--- config.mk ---
export PLATFORM = sky130hd
export DESIGN_NAME = text_line_display_framer_flat
export DESIGN_NICKNAME = d
export VERILOG_FILES = /design/src/rtl/tldf_pkg.sv /design/src/rtl/tldf_if.sv /design/src/rtl/text_line_display_framer.sv /design/src/rtl/tldf_packer.sv /design/src/flat_wrapper.sv
export SDC_FILE = /design/constraint.sdc
export NUM_CORES = 1
export LEC_CHECK = 0
export ABC_CLOCK_PERIOD_IN_PS = 12900
export BUFFER_PORTS_ARGS = -buffer_cell sky130_fd_sc_hd__buf_4
export CELL_PAD_IN_SITES_DETAIL_PLACEMENT = 2
export CELL_PAD_IN_SITES_GLOBAL_PLACEMENT = 2
export CORE_ASPECT_RATIO = 1.25
export CORE_MARGIN = 5
export CORE_UTILIZATION = 53
export DETAILED_ROUTE_END_ITERATION = 10
export PLACE_DENSITY_LB_ADDON = 0.1
export SLEW_MARGIN = 20
export SYNTH_ARGS = -nofsm -noshare
export SYNTH_HDL_FRONTEND = slang
export SYNTH_SLANG_ARGS = --single-unit
--- constraint.sdc ---
create_clock -name clock -period 12.9 [get_ports clock]
set_input_delay 2.58 -clock clock [delete_from_list [all_inputs] [get_ports clock]]
set_output_delay 2.58 -clock clock [all_outputs]
set_load 0.01 [all_outputs]
--- src/rtl/tldf_pkg.sv ---
// shared constants, types and helpers of the text line display framer
// no dependencies; used by the packer and the top level
package tldf_pkg;

   // geometry of the text buffer and the display store
   localparam int LINE_LEN    = 24;
   localparam int NUM_ROWS    = 3;
   localparam int STORE_DEPTH = NUM_ROWS * LINE_LEN;
   localparam int STORE_AW    = $clog2(STORE_DEPTH);
   localparam int TEXT_AW     = $clog2(LINE_LEN);
   localparam int CNT_W       = $clog2(LINE_LEN + 1);
   localparam int ROW_W       = $clog2(NUM_ROWS);

   // message layout
   localparam int HDR_LEN    = 7;
   localparam int HDR_IW     = $clog2(HDR_LEN);
   localparam int ZD_LEN     = 6;
   localparam int TRAIL_LEN  = 3;
   localparam int STREAM_MAX = HDR_LEN + 2 * LINE_LEN + TRAIL_LEN + ZD_LEN + TRAIL_LEN;
   localparam int POS_W      = $clog2(STREAM_MAX + 1);

   // byte codes
   localparam logic [7:0] CR_BYTE     = 8'h0D;
   localparam logic [7:0] NL_BYTE     = 8'h0A;
   localparam logic [7:0] SPACE_BYTE  = 8'h20;
   localparam logic [7:0] DIGIT_ONE   = 8'h31;
   localparam logic [7:0] DIGIT_THREE = 8'h33;

   // message headers
   localparam logic [7:0] HDR_A [HDR_LEN] =
      '{8'h0D, 8'h41, 8'h4F, 8'h30, 8'h30, 8'h30, 8'h31};
   localparam logic [7:0] HDR_B [HDR_LEN] =
      '{8'h0D, 8'h42, 8'h4F, 8'h30, 8'h30, 8'h30, 8'h31};
   localparam logic [7:0] HDR_Z [ZD_LEN] =
      '{8'h0D, 8'h5A, 8'h44, 8'h30, 8'h30, 8'h31};

   // uppercase hex character of one nibble
   function automatic logic [7:0] hex_char(input logic [3:0] v);
      logic [7:0] r;
      if (v < 4'd10) begin
         r = 8'h30 + {4'h0, v};
      end else begin
         r = 8'h37 + {4'h0, v};
      end
      return r;
   endfunction

   // checksum of the status message, which has no body
   function automatic logic [7:0] zd_checksum();
      logic [7:0] s;
      s = 8'h00;
      for (int i = 0; i < ZD_LEN; i++) begin
         s = s + HDR_Z[i];
      end
      return s;
   endfunction

   localparam logic [7:0] ZD_SUM = zd_checksum();

   // one byte of the outgoing stream
   typedef struct packed {
      logic [7:0] data;
      logic       last;
   } tldf_byte_type;

   // sequencer states
   typedef enum logic [2:0] {
      ST_IDLE  = 3'b001,
      ST_WRITE = 3'b010,
      ST_EMIT  = 3'b100
   } tldf_state_type;

endpackage

--- src/rtl/tldf_if.sv ---
// valid/ready channel interfaces of the text line display framer
// no dependencies
interface tldf_req_if ();
   logic       valid;
   logic       ready;
   logic [7:0] rx_byte;

   modport source (output valid, output rx_byte, input ready);
   modport sink (input valid, input rx_byte, output ready);
endinterface

interface tldf_rsp_if ();
   logic       valid;
   logic       ready;
   logic [7:0] first_char;
   logic [7:0] second_char;
   logic       second_valid;
   logic       last_of_run;

   modport source (output valid, output first_char, output second_char,
                   output second_valid, output last_of_run, input ready);
   modport sink (input valid, input first_char, input second_char,
                 input second_valid, input last_of_run, output ready);
endinterface

--- src/rtl/text_line_display_framer.sv ---
// channel   | dir | payload                                            | transaction
// req_ch    | in  | rx_byte[7:0]                                       | valid & ready
// rsp_ch    | out | first_char, second_char, second_valid, last_of_run | valid & ready
//
// after a terminator, a line digit starts a copy pass that writes the text into the
// display store, padding with spaces, and then sends the stream through a store read
// and a byte stage: 67 bytes (34 transactions) for lines 1/2, 43 bytes (22
// transactions) for line 3.
// reset is synchronous; the display store reads as spaces through three row flags
// until a row is first written, so there is no clearing pass. a stall on rsp_ch
// holds the byte pipeline; req_ch is ready only in the idle state, not while a line is copied or sent.
// depends on tldf_pkg, tldf_if and tldf_packer
module text_line_display_framer import tldf_pkg::*; (
   input  logic       clock,
   input  logic       reset,
   tldf_req_if.sink   req_ch,
   tldf_rsp_if.source rsp_ch
);

   tldf_state_type     state_ff, state_in;
   logic               awaiting_ff, awaiting_in;
   logic [CNT_W-1:0]   count_ff, count_in;
   logic [ROW_W-1:0]   line_ff, line_in;
   logic [CNT_W-1:0]   k_ff, k_in;
   logic [POS_W-1:0]   p_ff, p_in;
   logic [POS_W-1:0]   p1_ff, p1_in;
   logic               s1_vld_ff, s1_vld_in;
   logic [7:0]         sum_ff, sum_in;
   logic [NUM_ROWS-1:0] row_vld_ff, row_vld_in;
   logic               rd_blank_ff;
   logic [7:0]         store_q_ff;
   logic [7:0]         text_q_ff;

   // memories
   logic [7:0] text_mem [LINE_LEN];
   logic [7:0] store_mem [STORE_DEPTH];

   logic               req_take;
   logic               is_digit;
   logic               text_we;
   logic [TEXT_AW-1:0] text_waddr;
   logic               text_re;
   logic [TEXT_AW-1:0] text_raddr;
   logic               store_we;
   logic [STORE_AW-1:0] store_waddr;
   logic [7:0]         store_wdata;
   logic [CNT_W-1:0]   wr_col;
   logic               store_re;
   logic [STORE_AW-1:0] store_raddr;
   logic [ROW_W-1:0]   rd_row;
   logic               is_b;
   logic [POS_W-1:0]   body_len;
   logic [POS_W-1:0]   hex_pos;
   logic [POS_W-1:0]   stream_len;
   logic [POS_W-1:0]   offset0;
   logic               in_body0;
   logic [POS_W-1:0]   zi;
   logic               adv;
   logic               issue;
   logic               byte_take;
   tldf_byte_type      byte1;

   assign req_ch.ready = (state_ff == ST_IDLE);
   assign req_take     = req_ch.valid && req_ch.ready;
   assign is_digit     = (req_ch.rx_byte >= DIGIT_ONE) && (req_ch.rx_byte <= DIGIT_THREE);

   // frame geometry of the selected line
   assign is_b       = (line_ff == ROW_W'(2));
   assign body_len   = is_b ? POS_W'(LINE_LEN) : POS_W'(2 * LINE_LEN);
   assign hex_pos    = POS_W'(HDR_LEN) + body_len;
   assign stream_len = hex_pos + POS_W'(TRAIL_LEN + ZD_LEN + TRAIL_LEN);

   // text buffer write on a stored text byte
   assign text_we    = req_take && !awaiting_ff && (req_ch.rx_byte != CR_BYTE)
                       && (count_ff < CNT_W'(LINE_LEN));
   assign text_waddr = count_ff[TEXT_AW-1:0];

   // copy pass: read text entry k and write store entry k-1, read in the previous cycle
   assign text_re     = (state_ff == ST_WRITE) && (k_ff < CNT_W'(LINE_LEN));
   assign text_raddr  = k_ff[TEXT_AW-1:0];
   assign wr_col      = k_ff - CNT_W'(1);
   assign store_we    = (state_ff == ST_WRITE) && (k_ff != '0);
   assign store_waddr = STORE_AW'(line_ff) * STORE_AW'(LINE_LEN) + STORE_AW'(wr_col);
   assign store_wdata = (wr_col < count_ff) ? text_q_ff : SPACE_BYTE;

   // byte pipeline: stage 0 issues the store read, stage 1 forms the byte
   assign adv      = !s1_vld_ff || byte_take;
   assign issue    = (state_ff == ST_EMIT) && (p_ff != stream_len) && adv;
   assign offset0  = p_ff - POS_W'(HDR_LEN);
   assign in_body0 = (p_ff >= POS_W'(HDR_LEN)) && (p_ff < hex_pos);
   assign store_re = issue && in_body0;
   assign store_raddr = is_b ? STORE_AW'(2 * LINE_LEN) + STORE_AW'(offset0)
                             : STORE_AW'(offset0);

   always_comb begin
      if (is_b) begin
         rd_row = ROW_W'(2);
      end else if (offset0 < POS_W'(LINE_LEN)) begin
         rd_row = ROW_W'(0);
      end else begin
         rd_row = ROW_W'(1);
      end
   end

   // stage 1 byte selection
   assign zi = p1_ff - (hex_pos + POS_W'(TRAIL_LEN));

   always_comb begin
      byte1.last = (p1_ff == stream_len - POS_W'(1));
      priority if (p1_ff < POS_W'(HDR_LEN)) begin
         byte1.data = is_b ? HDR_B[p1_ff[HDR_IW-1:0]] : HDR_A[p1_ff[HDR_IW-1:0]];
      end else if (p1_ff < hex_pos) begin
         byte1.data = rd_blank_ff ? SPACE_BYTE : store_q_ff;
      end else if (p1_ff == hex_pos) begin
         byte1.data = hex_char(sum_ff[7:4]);
      end else if (p1_ff == hex_pos + POS_W'(1)) begin
         byte1.data = hex_char(sum_ff[3:0]);
      end else if (p1_ff == hex_pos + POS_W'(2)) begin
         byte1.data = NL_BYTE;
      end else if (zi < POS_W'(ZD_LEN)) begin
         byte1.data = HDR_Z[zi[HDR_IW-1:0]];
      end else if (zi == POS_W'(ZD_LEN)) begin
         byte1.data = hex_char(ZD_SUM[7:4]);
      end else if (zi == POS_W'(ZD_LEN + 1)) begin
         byte1.data = hex_char(ZD_SUM[3:0]);
      end else begin
         byte1.data = NL_BYTE;
      end
   end

   // sequencer and counters
   always_comb begin
      state_in    = state_ff;
      awaiting_in = awaiting_ff;
      count_in    = count_ff;
      line_in     = line_ff;
      k_in        = k_ff;
      p_in        = p_ff;
      p1_in       = p1_ff;
      s1_vld_in   = s1_vld_ff;
      sum_in      = sum_ff;
      row_vld_in  = row_vld_ff;
      unique case (state_ff)
         ST_IDLE: begin
            if (req_take) begin
               if (!awaiting_ff) begin
                  if (text_we) begin
                     count_in = count_ff + CNT_W'(1);
                  end else begin
                     awaiting_in = 1'b1;
                  end
               end else begin
                  awaiting_in = 1'b0;
                  if (is_digit) begin
                     line_in  = ROW_W'(req_ch.rx_byte - DIGIT_ONE);
                     k_in     = '0;
                     state_in = ST_WRITE;
                  end
               end
            end
         end
         ST_WRITE: begin
            k_in = k_ff + CNT_W'(1);
            if (k_ff == CNT_W'(LINE_LEN)) begin
               row_vld_in[line_ff] = 1'b1;
               count_in  = '0;
               p_in      = '0;
               sum_in    = 8'h00;
               s1_vld_in = 1'b0;
               state_in  = ST_EMIT;
            end
         end
         ST_EMIT: begin
            if (byte_take && (p1_ff < hex_pos)) begin
               sum_in = sum_ff + byte1.data;
            end
            if (adv) begin
               s1_vld_in = issue;
               if (issue) begin
                  p1_in = p_ff;
                  p_in  = p_ff + POS_W'(1);
               end
            end
            if (adv && !issue && (p_ff == stream_len)) begin
               state_in = ST_IDLE;
            end
         end
         default: begin
            state_in = ST_IDLE;
         end
      endcase
   end

   // control state
   always_ff @(posedge clock) begin
      if (reset) begin
         state_ff    <= ST_IDLE;
         awaiting_ff <= 1'b0;
         count_ff    <= '0;
         s1_vld_ff   <= 1'b0;
         row_vld_ff  <= '0;
      end else begin
         state_ff    <= state_in;
         awaiting_ff <= awaiting_in;
         count_ff    <= count_in;
         s1_vld_ff   <= s1_vld_in;
         row_vld_ff  <= row_vld_in;
      end
   end

   // datapath registers
   always_ff @(posedge clock) begin
      line_ff <= line_in;
      k_ff    <= k_in;
      p_ff    <= p_in;
      p1_ff   <= p1_in;
      sum_ff  <= sum_in;
   end

   // text buffer memory
   always_ff @(posedge clock) begin
      if (text_we) begin
         text_mem[text_waddr] <= req_ch.rx_byte;
      end
      if (text_re) begin
         text_q_ff <= text_mem[text_raddr];
      end
   end

   // display store memory, read data held while the pipeline stalls
   always_ff @(posedge clock) begin
      if (store_we) begin
         store_mem[store_waddr] <= store_wdata;
      end
      if (store_re) begin
         store_q_ff  <= store_mem[store_raddr];
         rd_blank_ff <= !row_vld_ff[rd_row];
      end
   end

   tldf_packer u_packer (
      .clock     (clock),
      .reset     (reset),
      .byte_vld  (s1_vld_ff),
      .byte_in   (byte1),
      .byte_take (byte_take),
      .rsp       (rsp_ch)
   );

endmodule

--- src/rtl/tldf_packer.sv ---
// packs bytes two per output register transaction, or one for a run's odd last byte
// depends on tldf_pkg and tldf_rsp_if
module tldf_packer import tldf_pkg::*; (
   input  logic          clock,
   input  logic          reset,
   input  logic          byte_vld,
   input  tldf_byte_type byte_in,
   output logic          byte_take,
   tldf_rsp_if.source    rsp
);

   logic       rsp_vld_ff, rsp_vld_in;
   logic [7:0] first_ff, first_in;
   logic [7:0] second_ff, second_in;
   logic       sv_ff, sv_in;
   logic       last_ff, last_in;
   logic       half_vld_ff, half_vld_in;
   logic [7:0] half_ff, half_in;
   logic       out_free;
   logic       emit;

   // a byte that completes a pair or ends the run needs a free output slot
   assign out_free  = !rsp_vld_ff || rsp.ready;
   assign byte_take = byte_vld && ((half_vld_ff || byte_in.last) ? out_free : 1'b1);
   assign emit      = byte_take && (half_vld_ff || byte_in.last);

   always_comb begin
      rsp_vld_in  = rsp_vld_ff;
      first_in    = first_ff;
      second_in   = second_ff;
      sv_in       = sv_ff;
      last_in     = last_ff;
      half_vld_in = half_vld_ff;
      half_in     = half_ff;
      if (rsp.ready) begin
         rsp_vld_in = 1'b0;
      end
      if (emit) begin
         rsp_vld_in  = 1'b1;
         last_in     = byte_in.last;
         half_vld_in = 1'b0;
         if (half_vld_ff) begin
            first_in  = half_ff;
            second_in = byte_in.data;
            sv_in     = 1'b1;
         end else begin
            first_in  = byte_in.data;
            second_in = 8'h00;
            sv_in     = 1'b0;
         end
      end else if (byte_take) begin
         half_vld_in = 1'b1;
         half_in     = byte_in.data;
      end
   end

   // control flags
   always_ff @(posedge clock) begin
      if (reset) begin
         rsp_vld_ff  <= 1'b0;
         half_vld_ff <= 1'b0;
      end else begin
         rsp_vld_ff  <= rsp_vld_in;
         half_vld_ff <= half_vld_in;
      end
   end

   // payload
   always_ff @(posedge clock) begin
      first_ff  <= first_in;
      second_ff <= second_in;
      sv_ff     <= sv_in;
      last_ff   <= last_in;
      half_ff   <= half_in;
   end

   assign rsp.valid        = rsp_vld_ff;
   assign rsp.first_char   = first_ff;
   assign rsp.second_char  = second_ff;
   assign rsp.second_valid = sv_ff;
   assign rsp.last_of_run  = last_ff;

endmodule
--- src/flat_wrapper.sv ---
// flat-port wrapper written by rule: the top's interface ports become plain ports
module text_line_display_framer_flat import tldf_pkg::*;
  (clock, reset, req_ch_valid, req_ch_rx_byte, req_ch_ready, rsp_ch_valid, rsp_ch_first_char, rsp_ch_second_char, rsp_ch_second_valid, rsp_ch_last_of_run, rsp_ch_ready);
  tldf_req_if req_ch_i ();
  tldf_rsp_if rsp_ch_i ();
  input  logic clock;
  input  logic reset;
  input wire logic [$bits(req_ch_i.valid)-1:0] req_ch_valid;
  input wire logic [$bits(req_ch_i.rx_byte)-1:0] req_ch_rx_byte;
  output wire logic [$bits(req_ch_i.ready)-1:0] req_ch_ready;
  output wire logic [$bits(rsp_ch_i.valid)-1:0] rsp_ch_valid;
  output wire logic [$bits(rsp_ch_i.first_char)-1:0] rsp_ch_first_char;
  output wire logic [$bits(rsp_ch_i.second_char)-1:0] rsp_ch_second_char;
  output wire logic [$bits(rsp_ch_i.second_valid)-1:0] rsp_ch_second_valid;
  output wire logic [$bits(rsp_ch_i.last_of_run)-1:0] rsp_ch_last_of_run;
  input wire logic [$bits(rsp_ch_i.ready)-1:0] rsp_ch_ready;
  assign req_ch_i.valid = req_ch_valid;
  assign req_ch_i.rx_byte = req_ch_rx_byte;
  assign req_ch_ready = req_ch_i.ready;
  assign rsp_ch_valid = rsp_ch_i.valid;
  assign rsp_ch_first_char = rsp_ch_i.first_char;
  assign rsp_ch_second_char = rsp_ch_i.second_char;
  assign rsp_ch_second_valid = rsp_ch_i.second_valid;
  assign rsp_ch_last_of_run = rsp_ch_i.last_of_run;
  assign rsp_ch_i.ready = rsp_ch_ready;
  text_line_display_framer u_core (.clock(clock), .reset(reset), .req_ch(req_ch_i), .rsp_ch(rsp_ch_i));
endmodule
==> run metrics <==
# IOs 32; Routed Antenna Nets 0; CP required ~13 ns; pwr dens 143 nW/um^2; die width between 200 and 250 um; most used routing layer met2; Setup CP Type register to register; htree depth 3; status complete, no violations; Cell Rows 105; gr ovfl total 0; CP startpoint u_core.line_ff[0]; largest fanout on the critical path 12; via count a little under 20000; Slew Viols, Final 0; CTS max path bufs 3; ys async rst share 0; R2R cell count 18; P_sw between 1 and 1.5 mW; die area 71600 sq um; setup tns final 0 ns; Resized Gates After CTS 0; Main synth FF type edfxtp_1; Syn Area/Cell ~19 sq um; Cells on Worst Hold Path 1; core area around 66000 sq um; Flop pwr share 0.543; Iter 0 DRT Violations ~2500; critical path cell sequence inv_1 > ha_1 > inv_1 > ha_1 > fa_1 > nor2b_1 > o21a_1 > o21ai_0 > a211oi_1 > a41oi_1 > o21bai_1 > ha_1 > a21o_1 > a21oi_1 > o21bai_1 > a21oi_1 > xor2_1 > nor2_1; NumNets Final between 1500 and 2000; TritonCTS clock tree done; combinational power share 0.006; CTS buffer count between 80 and 90; Internal 4.41 mW; first-pass GRT wire length 169000 um; P&R area growth vs syn 10.8%; f_max around 140 MHz; Worst slew margin 0.225; hold buffer count at CTS 0; drt pass-1 iters 7; Post-DP HPWL ~69000 um; Crit path top cell by count ha_1; Worst Skew roughly 0.026 ns; layout cell share with drive strength beyond 1 0.209; EDFF count, synth 840; hold path start u_core.u_packer.half_ff[4]; min Tclk post-route ~7.0 ns; Port Buffers 31; Critical Path Source Type register; DR vias/cell approximately 7; Yosys reg bits between 800 and 900; Clock Pin Slew Worst Setup and Hold Paths 0.08 ns; Syn Inst Count between 1500 and 2000; Synthesis Warnings 0; Worst path max stage delay 0.84 ns; Data arrival, critical path between 7 and 8 ns; CP max stage cell a211oi_1; worst slew pin tran 1.16 ns; number of global-route vias before repair 21400; Crit Reg-Reg Startpoint u_core.line_ff[0]; gp weighted congestion between 0.8 and 0.9; Finish-stage setup viols 0; pre-CTS setup slack 6.49 ns; Final Cycle Share 0.546; overall routing resource usage 0.331; final hold viol count 0; mapped cell area between 30000 and 40000 sq um; clk_lat worst skew 0.64 ns; Syn Nets 1907; met2 usage 0.583; Routed wire per std cell ~42 um; Leak Pwr about 13 nW; DIE HEIGHT 298 um; fin util 0.592; met1 usage 0.407; CTS root buf clkbuf_16; Post-CTS Setup Inserts 0; # DRC 0; maximum vdd ir drop approximately 0.00012 V; initial core utilization 0.535; final wirelength between 100000 and 150000 um; Max-cap violations 0; met3 usage 0.0445; sw frac 0.206; clock sink count 855; maximum number of pins on one net before global-route repair 127; sequential-to-total area share from yosys stat 0.727; initial antenna violation count 1; Clk network pwr share 0.452; Hold/Removal Path Class register to register; slack of the critical path 5.86 ns; Worst setup EP type register; Yosys cell types between 70 and 80; RSZ-0062 raised after global routing no; Pwr Total about 5.6 mW
-- worst max-delay path: cells and delay by family, from the launching register on --
| kind | cells | cell delay, ns |
|---|---|---|
| simple gates | 2 | 0.40 |
| fa+ha+maj | 4 | 2.05 |
| xor+xnor | 1 | 0.25 |
| flops | 1 | 0.47 |
| buf+inv | 2 | 0.47 |
| compound gates | 9 | 3.10 |
-- cell type report --
type | count | area, sq um
fill | 5330 | 26800
sequential | 855 | 25500
multi-input combinational | 867 | 9100
clock buffer | 105 | 2240
tap | 856 | 1070
timing repair buffer | 53 | 423
clock inverter | 41 | 399
inverter | 37 | 139
antenna | 1 | 2.50
-- layer usage --
metal / part of all wire / vias to the layer above
li1: - / 7582
met1: 0.35 / 10700
met2: 0.53 / 1241
met4: 0.059 / 0
met5: 0 / -
met3: 0.060 / 362
-- registers in the layout, summed over array words and instances, names as in the netlist, 2 cells and up --
register                         count
u_core.store_mem                   576
u_core.text_mem                    192
u_core.store_q_ff                    8
u_core.sum_ff                        8
u_core.text_q_ff                     8
u_core.u_packer.half_ff              8
u_core.u_packer.rsp.first_char       8
u_core.u_packer.rsp.second_char      8
u_core.p1_ff                         7
u_core.p_ff                          7
u_core.count_ff                      5
u_core.k_ff                          5
u_core.row_vld_ff                    3
u_core.state_ff                      3
u_core.line_ff                       2
-- logic make-up after synthesis --
kind of cell             synth area share
flip-flops                          0.727
AND/OR/NAND/NOR                    0.0457
multiplexers                        0.150
AO/OA/AOI/OAI                      0.0342
buffers and inverters              0.0165
adder cells (fa/ha/maj)            0.0181
XOR/XNOR                          0.00923
-- layout by cell type (no fill, tap or decap), types with 17 or more instances in the layout --
cell type / synthesis / layout
buf_4: 13 / 51
nor2_1: 158 / 158
o21ai_0: 30 / 30
ha_1: 46 / 45
xnor2_1: 19 / 17
inv_1: 37 / 37
mux2i_1: 40 / 40
nand2_1: 70 / 70
nor3_1: 24 / 24
a21oi_1: 47 / 47
edfxtp_1: 840 / 840
nand3_1: 22 / 22
a211oi_1: 24 / 24
clkbuf_1: 27 / 18
clkbuf_16: 0 / 87
mux4_2: 214 / 214
-- metrics by stage --
| stage | hold WS, ns | instances | instance area [sq um] |
|---|---|---|---|
| 6_report | 0.564 | 2815 | 38900 |
| 5_1_grt | 0.575 | 2814 | 38900 |
| 2_1_floorplan | 0.421 | 1846 | 35100 |
| 3_3_place_gp | 0.450 | 2668 | 36200 |
| 3_5_place_dp | 0.482 | 2668 | 36200 |
| 4_1_cts | 0.562 | 2814 | 38900 |
-- power groups by stage --
stage / clock, mW / combinational, mW / sequential, mW
finish: 2.51 / 0.0307 / 3.02
global route: 2.66 / 0.0322 / 3.02
CTS: 2.53 / 0.0307 / 3.02
detailed placement: 0 / 0.0292 / 3.08
global placement: 0 / 0.0255 / 3.08
floorplan: 0 / 0.00839 / 3.08
-- worst paths after layout --
path | endpoint | slack, ns
setup / recovery | u_core.sum_ff[6] | 5.86
hold / removal | u_core.u_packer.rsp.first_char[4] | 0.56
setup reg to reg | u_core.sum_ff[6] | 5.86
hold reg to reg | u_core.u_packer.rsp.first_char[4] | 0.56
-- cells in the mapped netlist, drive strengths merged (5+ instances only) --
cell      n  share of area
a211oi   25         0.0055
a21oi    47         0.0067
a31oi    12         0.0021
and2     11         0.0020
and3      8         0.0014
buf      60         0.0097
clkbuf   27         0.0029
dfxtp    15         0.0085
edfxtp  840           0.72
ha       46          0.016
inv      37         0.0040
mux2i    40          0.011
mux4    214           0.14
nand2    70         0.0075
nand2b   15         0.0029
nand3    22         0.0031
nor2    158          0.017
nor2b    15         0.0027
nor3     25         0.0037
o21a      5         0.0011
o21ai    31         0.0044
o22ai    14         0.0025
o31ai     5         0.0011
xnor2    19         0.0047
xor2     12         0.0032
No activity file was read; power rests on OpenSTA's default activity.
